`config.mk`:
```
export PLATFORM = sky130hd
export DESIGN_NAME = pksm_front
export DESIGN_NICKNAME = d
export VERILOG_FILES = /design/src/hw/rtl/pksm_pkg.sv /design/src/hw/rtl/pksm_front.sv
export SDC_FILE = /design/constraint.sdc
export NUM_CORES = 1
export LEC_CHECK = 0
export ABC_AREA = 1
export BUFFER_PORTS_ARGS = -buffer_cell sky130_fd_sc_hd__buf_2
export CAP_MARGIN = 25
export CORE_MARGIN = 2
export CORE_UTILIZATION = 55
export DETAILED_ROUTE_END_ITERATION = 10
export PLACE_DENSITY = 0.79
export REMOVE_ABC_BUFFERS = 1
export SYNTH_ARGS = -nofsm -noshare
export SYNTH_HDL_FRONTEND = slang
export SYNTH_SLANG_ARGS = --single-unit
```
`constraint.sdc`:
```
create_clock -name i_clk -period 4.7 [get_ports i_clk]
set_clock_uncertainty 0.15 [all_clocks]
set_input_delay 0.705 -clock i_clk [delete_from_list [all_inputs] [get_ports i_clk]]
set_output_delay 0.705 -clock i_clk [all_outputs]
set_load 0.01 [all_outputs]
```
`src/hw/rtl/pksm_pkg.sv`:
```
// ----------------------------------------------------------------------------
// pksm_pkg
// Shared types, constants and the key pitch table of the spectrum meter.
// ----------------------------------------------------------------------------
package pksm_pkg;
    localparam int MAX_FFT_LOG2 = 12;
    localparam int NUM_KEYS     = 52;
    localparam int STORE_DEPTH  = (1 << (MAX_FFT_LOG2 - 1)) + 2;
    localparam int BIN_W        = 12;
    localparam int SECTOR_Q8    = 15360;

    localparam logic CMD_LOAD  = 1'b0;
    localparam logic CMD_QUERY = 1'b1;
    localparam logic [0:0] REG_SAMPLE_RATE = 1'b0;
    localparam logic [0:0] REG_FFT_LOG2    = 1'b1;

    typedef struct packed {
        logic        cmd;
        logic [11:0] bin;
        logic [23:0] re;
        logic [23:0] im;
        logic [5:0]  key;
    } t_item;

    typedef struct packed {
        logic [5:0] key;
        logic [7:0] r;
        logic [7:0] g;
        logic [7:0] b;
        logic       lit;
    } t_result;

    typedef enum logic [3:0] {
        ST_IDLE, ST_DIV, ST_READ, ST_WAIT, ST_MAG, ST_SQRT, ST_PEAK,
        ST_HUE, ST_SECT, ST_COLOR, ST_DECAY, ST_OUT
    } t_state;

    function automatic logic [20:0] key_freq(input logic [5:0] k);
        logic [20:0] f;
        case (k)
            6'd0: f = 21'd7040;     6'd1: f = 21'd7902;     6'd2: f = 21'd8372;
            6'd3: f = 21'd9397;     6'd4: f = 21'd10548;    6'd5: f = 21'd11175;
            6'd6: f = 21'd12544;    6'd7: f = 21'd14080;    6'd8: f = 21'd15804;
            6'd9: f = 21'd16744;    6'd10: f = 21'd18795;   6'd11: f = 21'd21096;
            6'd12: f = 21'd22351;   6'd13: f = 21'd25088;   6'd14: f = 21'd28160;
            6'd15: f = 21'd31609;   6'd16: f = 21'd33488;   6'd17: f = 21'd37589;
            6'd18: f = 21'd42192;   6'd19: f = 21'd44701;   6'd20: f = 21'd50175;
            6'd21: f = 21'd56320;   6'd22: f = 21'd63217;   6'd23: f = 21'd66976;
            6'd24: f = 21'd75178;   6'd25: f = 21'd84385;   6'd26: f = 21'd89402;
            6'd27: f = 21'd100351;  6'd28: f = 21'd112640;  6'd29: f = 21'd126434;
            6'd30: f = 21'd133952;  6'd31: f = 21'd150356;  6'd32: f = 21'd168769;
            6'd33: f = 21'd178805;  6'd34: f = 21'd200702;  6'd35: f = 21'd225280;
            6'd36: f = 21'd252868;  6'd37: f = 21'd267904;  6'd38: f = 21'd300713;
            6'd39: f = 21'd337539;  6'd40: f = 21'd357609;  6'd41: f = 21'd401403;
            6'd42: f = 21'd450560;  6'd43: f = 21'd505736;  6'd44: f = 21'd535808;
            6'd45: f = 21'd601426;  6'd46: f = 21'd675077;  6'd47: f = 21'd715220;
            6'd48: f = 21'd802806;  6'd49: f = 21'd901120;  6'd50: f = 21'd1011474;
            6'd51: f = 21'd1071619;
            default: f = 21'd0;
        endcase
        return f;
    endfunction
endpackage

```
`src/hw/rtl/pksm_front.sv`:
```
// ----------------------------------------------------------------------------
// pksm_front
// Input side: takes items and holds them in a short queue for the back end.
// ----------------------------------------------------------------------------
module pksm_front import pksm_pkg::*; (
    input  logic  i_clk,
    input  logic  i_rst_n,
    input  logic  i_push,
    output logic  o_full,
    input  t_item i_item,
    output logic  o_valid,
    output t_item o_item,
    input  logic  i_take
);
    t_item      r_q [4];
    logic [1:0] r_wp, r_rp;
    logic [2:0] r_cnt;
    logic       w_push;

    assign o_full  = (r_cnt == 3'd4);
    assign w_push  = i_push && !o_full;
    assign o_valid = (r_cnt != 3'd0);
    assign o_item  = r_q[r_rp];

    always_ff @(posedge i_clk) begin
        if (w_push) r_q[r_wp] <= i_item;
        if (!i_rst_n) begin
            r_wp <= '0; r_rp <= '0; r_cnt <= '0;
        end else begin
            if (w_push) r_wp <= r_wp + 2'd1;
            if (i_take) r_rp <= r_rp + 2'd1;
            r_cnt <= r_cnt + 3'(w_push) - 3'(i_take);
        end
    end
endmodule

```
Yosys cells after proc, flatten, opt, wreduce, memory -nomap -nowiden

Memories as Yosys holds them, arrays and structs flattened. A register that Yosys moved wholly into a read port is not among the register bits.
Index checks and enable logic that the tools add are counted.

Register bits: 7
Memory bits (writable): 268
Output and inout port bits: 69
Word-level logic and storage cells: 16
Memories kept: 1

Memory list:

| name | words | bits a word | rd ports | clocked after Yosys merged registers in | write ports | line             | text |
|---|---|---|---|---|---|---|---|
| r_q  | 4     | 67          | 1        | 1                                       | 1           | pksm_front.sv:15 | `t_item r_q [4];` |

Add/sub/neg operators: 4
Eq/ne operators: 1
Muxes and demuxes: 4
Reduce and logical (&&, ||, !) cells: 3

Operators by type and width:

| kind                                                           | number |
|---|---|
| 2-bit by 1-bit adder with 2-bit output (second input constant) | 2 |
| 2-bit 2-to-1 mux                                               | 2 |
| 3-bit by 1-bit adder with 3-bit output                         | 1 |
| 3-bit equality test (second input constant)                    | 1 |
| 3-bit nonzero test                                             | 1 |
| 3-bit by 1-bit subtractor with 3-bit output                    | 1 |
| 1-bit 2-to-1 mux                                               | 2 |
| 1-bit logical AND                                              | 1 |
| 1-bit logical NOT                                              | 1 |

Logic depth before layout (Yosys ltp)

Word-level depth: 5
Gate-level depth with buffers: 11

Least setup slack after synthesis

OpenSTA, ideal clock, no wires.

Kind: input to register
Start point: input i_push
End point: memory r_q[0][0] in the netlist's numbering (enable)
Setup time: 0.492 ns
Data arrival time: 3.623 ns
Data required time: 4.058 ns
Path slack: 0.435 ns
Stages on the path: 2
Buffers on the path: 0
Cell sequence: nand2_1 > nor2_1

Word-level cells in the longest chain between the ends: 3

RTL lines:

| element                                | line             | text |
|---|---|---|
| from (decl)                            | pksm_front.sv:8  | `input logic i_push,` |
| 1-bit logical AND                      | pksm_front.sv:21 | `assign w_push = i_push && !o_full;` |
| 1-bit 2-to-1 mux                       | pksm_front.sv:26 | `if (w_push) r_q[r_wp] <= i_item;` |
| 1-bit 2-to-1 mux (implied by the code) | pksm_front.sv:26 |  |
| to (decl)                              | pksm_front.sv:15 |  |

Every way passes these cells.

==> results.cfg <==
[clocking]
cts_buffer_depth = 3
cts_sinks = 277
numCtsBuffers = 28
post-cts-setup-buffer-count = 0
clk_pin_slew_ns = 0.06
cts-resized-gates = 0
ctsRootBufferMaster = clkbuf_16
ctsHoldBuffers = 0
insertion_delay_ns = 0.53
cts_tree = built
h-tree-depth = 1

[power_and_ir_drop]
switching_share_pct = 24.1
irDropWorstVdd_mv = 0.393
powerDensity_mw_per_mm2 = 498
sequentialPowerShare_pct = 51.3
clock_power_share_pct = 35.9
combPwrFrac_pct = 12.8
p_int_mw = 4.59
switchingPower_mw = 1.46
p_leak_nw = 4.28

[logic_synthesis]
synth_enable_flop_cells = 268
synthTopCellsByCount = edfxtp_1 (268), nor2_1 (145), o21ai_0 (133), o22ai_1 (67), buf_2 (14)
synth_top_area_cell = edfxtp_1
synthDistinctLibCells = 21
synthFlopType = edfxtp_1
avgSynthCellArea_um2 = 14.7
synthTopCellsByArea = edfxtp_1 (77%), o21ai_0 (6.4%), nor2_1 (5.2%), o22ai_1 (4.0%), dfxtp_1 (1.7%)
synth_async_sr_flop_share_pct = 0
netlist_area_mm2 = 0.0104
synth_cells = 707
synth_most_common_cell = edfxtp_1
synth.yosys.seq_area_share_pct = 79.2
synth_top_cell_area_share_pct = 77.4
yosysWarnings = 0
synth_seq_cells = 277

[die]
core_mm2 = 0.0186
die_width_um = 141
ios = 140
start_util_pct = 55.7
dieArea_mm2 = 0.0200
fp-row-count = 50
dieHeight_um = 141

[placed_design]
numPortBuffers = 139
gp_congestion = 0.738
post-dp-hpwl_um = 10900
preCtsSetupSlack_ns = 1.72

[critical_path]
worstPathArrival_ns = 2.64
cp.required_ns = 3.85
cp_top_family = buffers and inverters
crit_path_top_delay_cell = dfxtp_4
path_max_fanout = 72
crit_type = reg -> out
cp_num_buf_inv = 2
cp_cell_sequence = buf_4 > o21ai_0 > o22ai_1 > buf_2
critPathCaptureType = output port
start_kind = flop
cpPeakStageDelay_ns = 0.76

[grt]
grt_pass1_vias = 6178
grt_antenna_before_repair = 2
grt_pass1_wl_um = 31200
grt_max_degree = 135
grt_overflow = 0
gr-usage-all-layers_pct = 20.0

[finish]
final_layout_size_suffix_gt1_share_pct = 22.9
final_nets = 919
n_fill_cell = 1325
area_growth_pct = 16.8
diodes = 0

[drt]
drc = 0
first_iter_violations = 528
antenna_left = 0
vias = 6180
wl_per_cell_um = 18.3
viasPerCell = 5.63
dr.pass1.iters = 5
routed_wl_um = 20100

[timing]
rsz0062_at_grt = no
tns_ns = 0
worst-slew-pin-transition_ns = 1.02
fin_crit_ns = 3.49
maxSlewViolCount = 0
period_share_pct = 74.3
relSlewSlack_pct = 32.3
setup_viol = 0
final.setup.worst_slack_ns = 1.21
finalHoldViolations = 0
max_freq_mhz = 286

[run]
maxCapViolCount = 0

[outcome]
status = finished clean

[hold_path]
min_path_type = in -> reg
[metrics by stage]
step	area [um2]	util, %	cells	total power, mW	hold slack, ns
floorplan	10100	-	664	3.59	0.262
global placement	11200	60.2	1045	3.91	0.268
detailed placement	11200	60.2	1045	3.94	0.275
CTS	12100	65.1	1097	6.10	0.214
global route	12100	65.1	1097	6.30	0.219
finish	12100	65.1	1097	6.05	0.233
[cell type report]
class | instances | area (um2) | share of cell area, %
Clock inverter | 11 | 104 | 0.855
Timing Repair Buffer | 147 | 781 | 6.43
Sequential cell | 277 | 8230 | 67.8
Inverter | 15 | 61.3 | 0.505
Multi-Input combinational cell | 372 | 1850 | 15.2
Clock buffer | 41 | 822 | 6.77
Tap cell | 234 | 293 | 2.41
[routing by layer]
layer / vias to the layer above / GRT usage [%] / wire length [um]
li1: 2919 / - / -
met1: 3017 / 24.6 / 8020
met2: 201 / 35.8 / 10300
met3: 41 / 4.62 / 1370
met4: 2 / 5.58 / 442
met5: - / 0 / 7
[power groups by stage]
stage          Clock, mW  Sequential [mW]  Combinational [mW]
2_1_floorplan          0             3.17               0.414
3_3_place_gp           0             3.14               0.768
3_5_place_dp           0             3.15               0.784
4_1_cts             2.21             3.10               0.789
5_1_grt             2.32             3.13               0.858
6_report            2.17             3.10               0.776
[path summary, 6_finish.rpt]
| kind | startpoint | end | slack, ns | cells after the start |
|---|---|---|---|---|
| worst max-delay path | flop | o_item[57] | 1.21 | 4 |
| worst min-delay path | i_item[26] | r_q[3][26] | 0.23 | 1 |
| worst max register to register | r_cnt[1] | r_q[0][38] | 2.17 | 5 |
| worst min register to register | r_rp[1] | flop | 0.28 | 1 |
[cells in the final DEF, fill, tap and decap left out, drive strengths merged, types with 8 or more instances in the layout]
cell	synthesis	routed
buf	25	147
clkbuf	18	41
clkinv	0	8
dfxtp	9	9
edfxtp	268	268
inv	15	15
nand2	8	8
nor2	145	145
o21ai	136	136
o22ai	67	67
[state kept, by name, indices dropped and copies added, names as in the netlist, named ones only]
signal,cells
r_cnt,3
r_q,268
r_rp,2
r_wp,2
[cells by family (layout without fill, tap and decap cells)]
kind of cell	after synthesis	count (layout)	synth area share [%]
compound gates	207	207	10.8
fa+ha+maj	7	7	0.915
buf+inv	58	214	3.34
flops	277	277	79.2
simple gates	158	158	5.79
[worst register-to-register path, cell delays in order (launching register included)]
cell and delay (ns):
dfxtp_1 0.40, nor2_1 0.07, nand2_1 0.19, nand2_1 0.31, nor2_4 0.68, buf_12 0.38
Power figures use the tool's default switching activity.
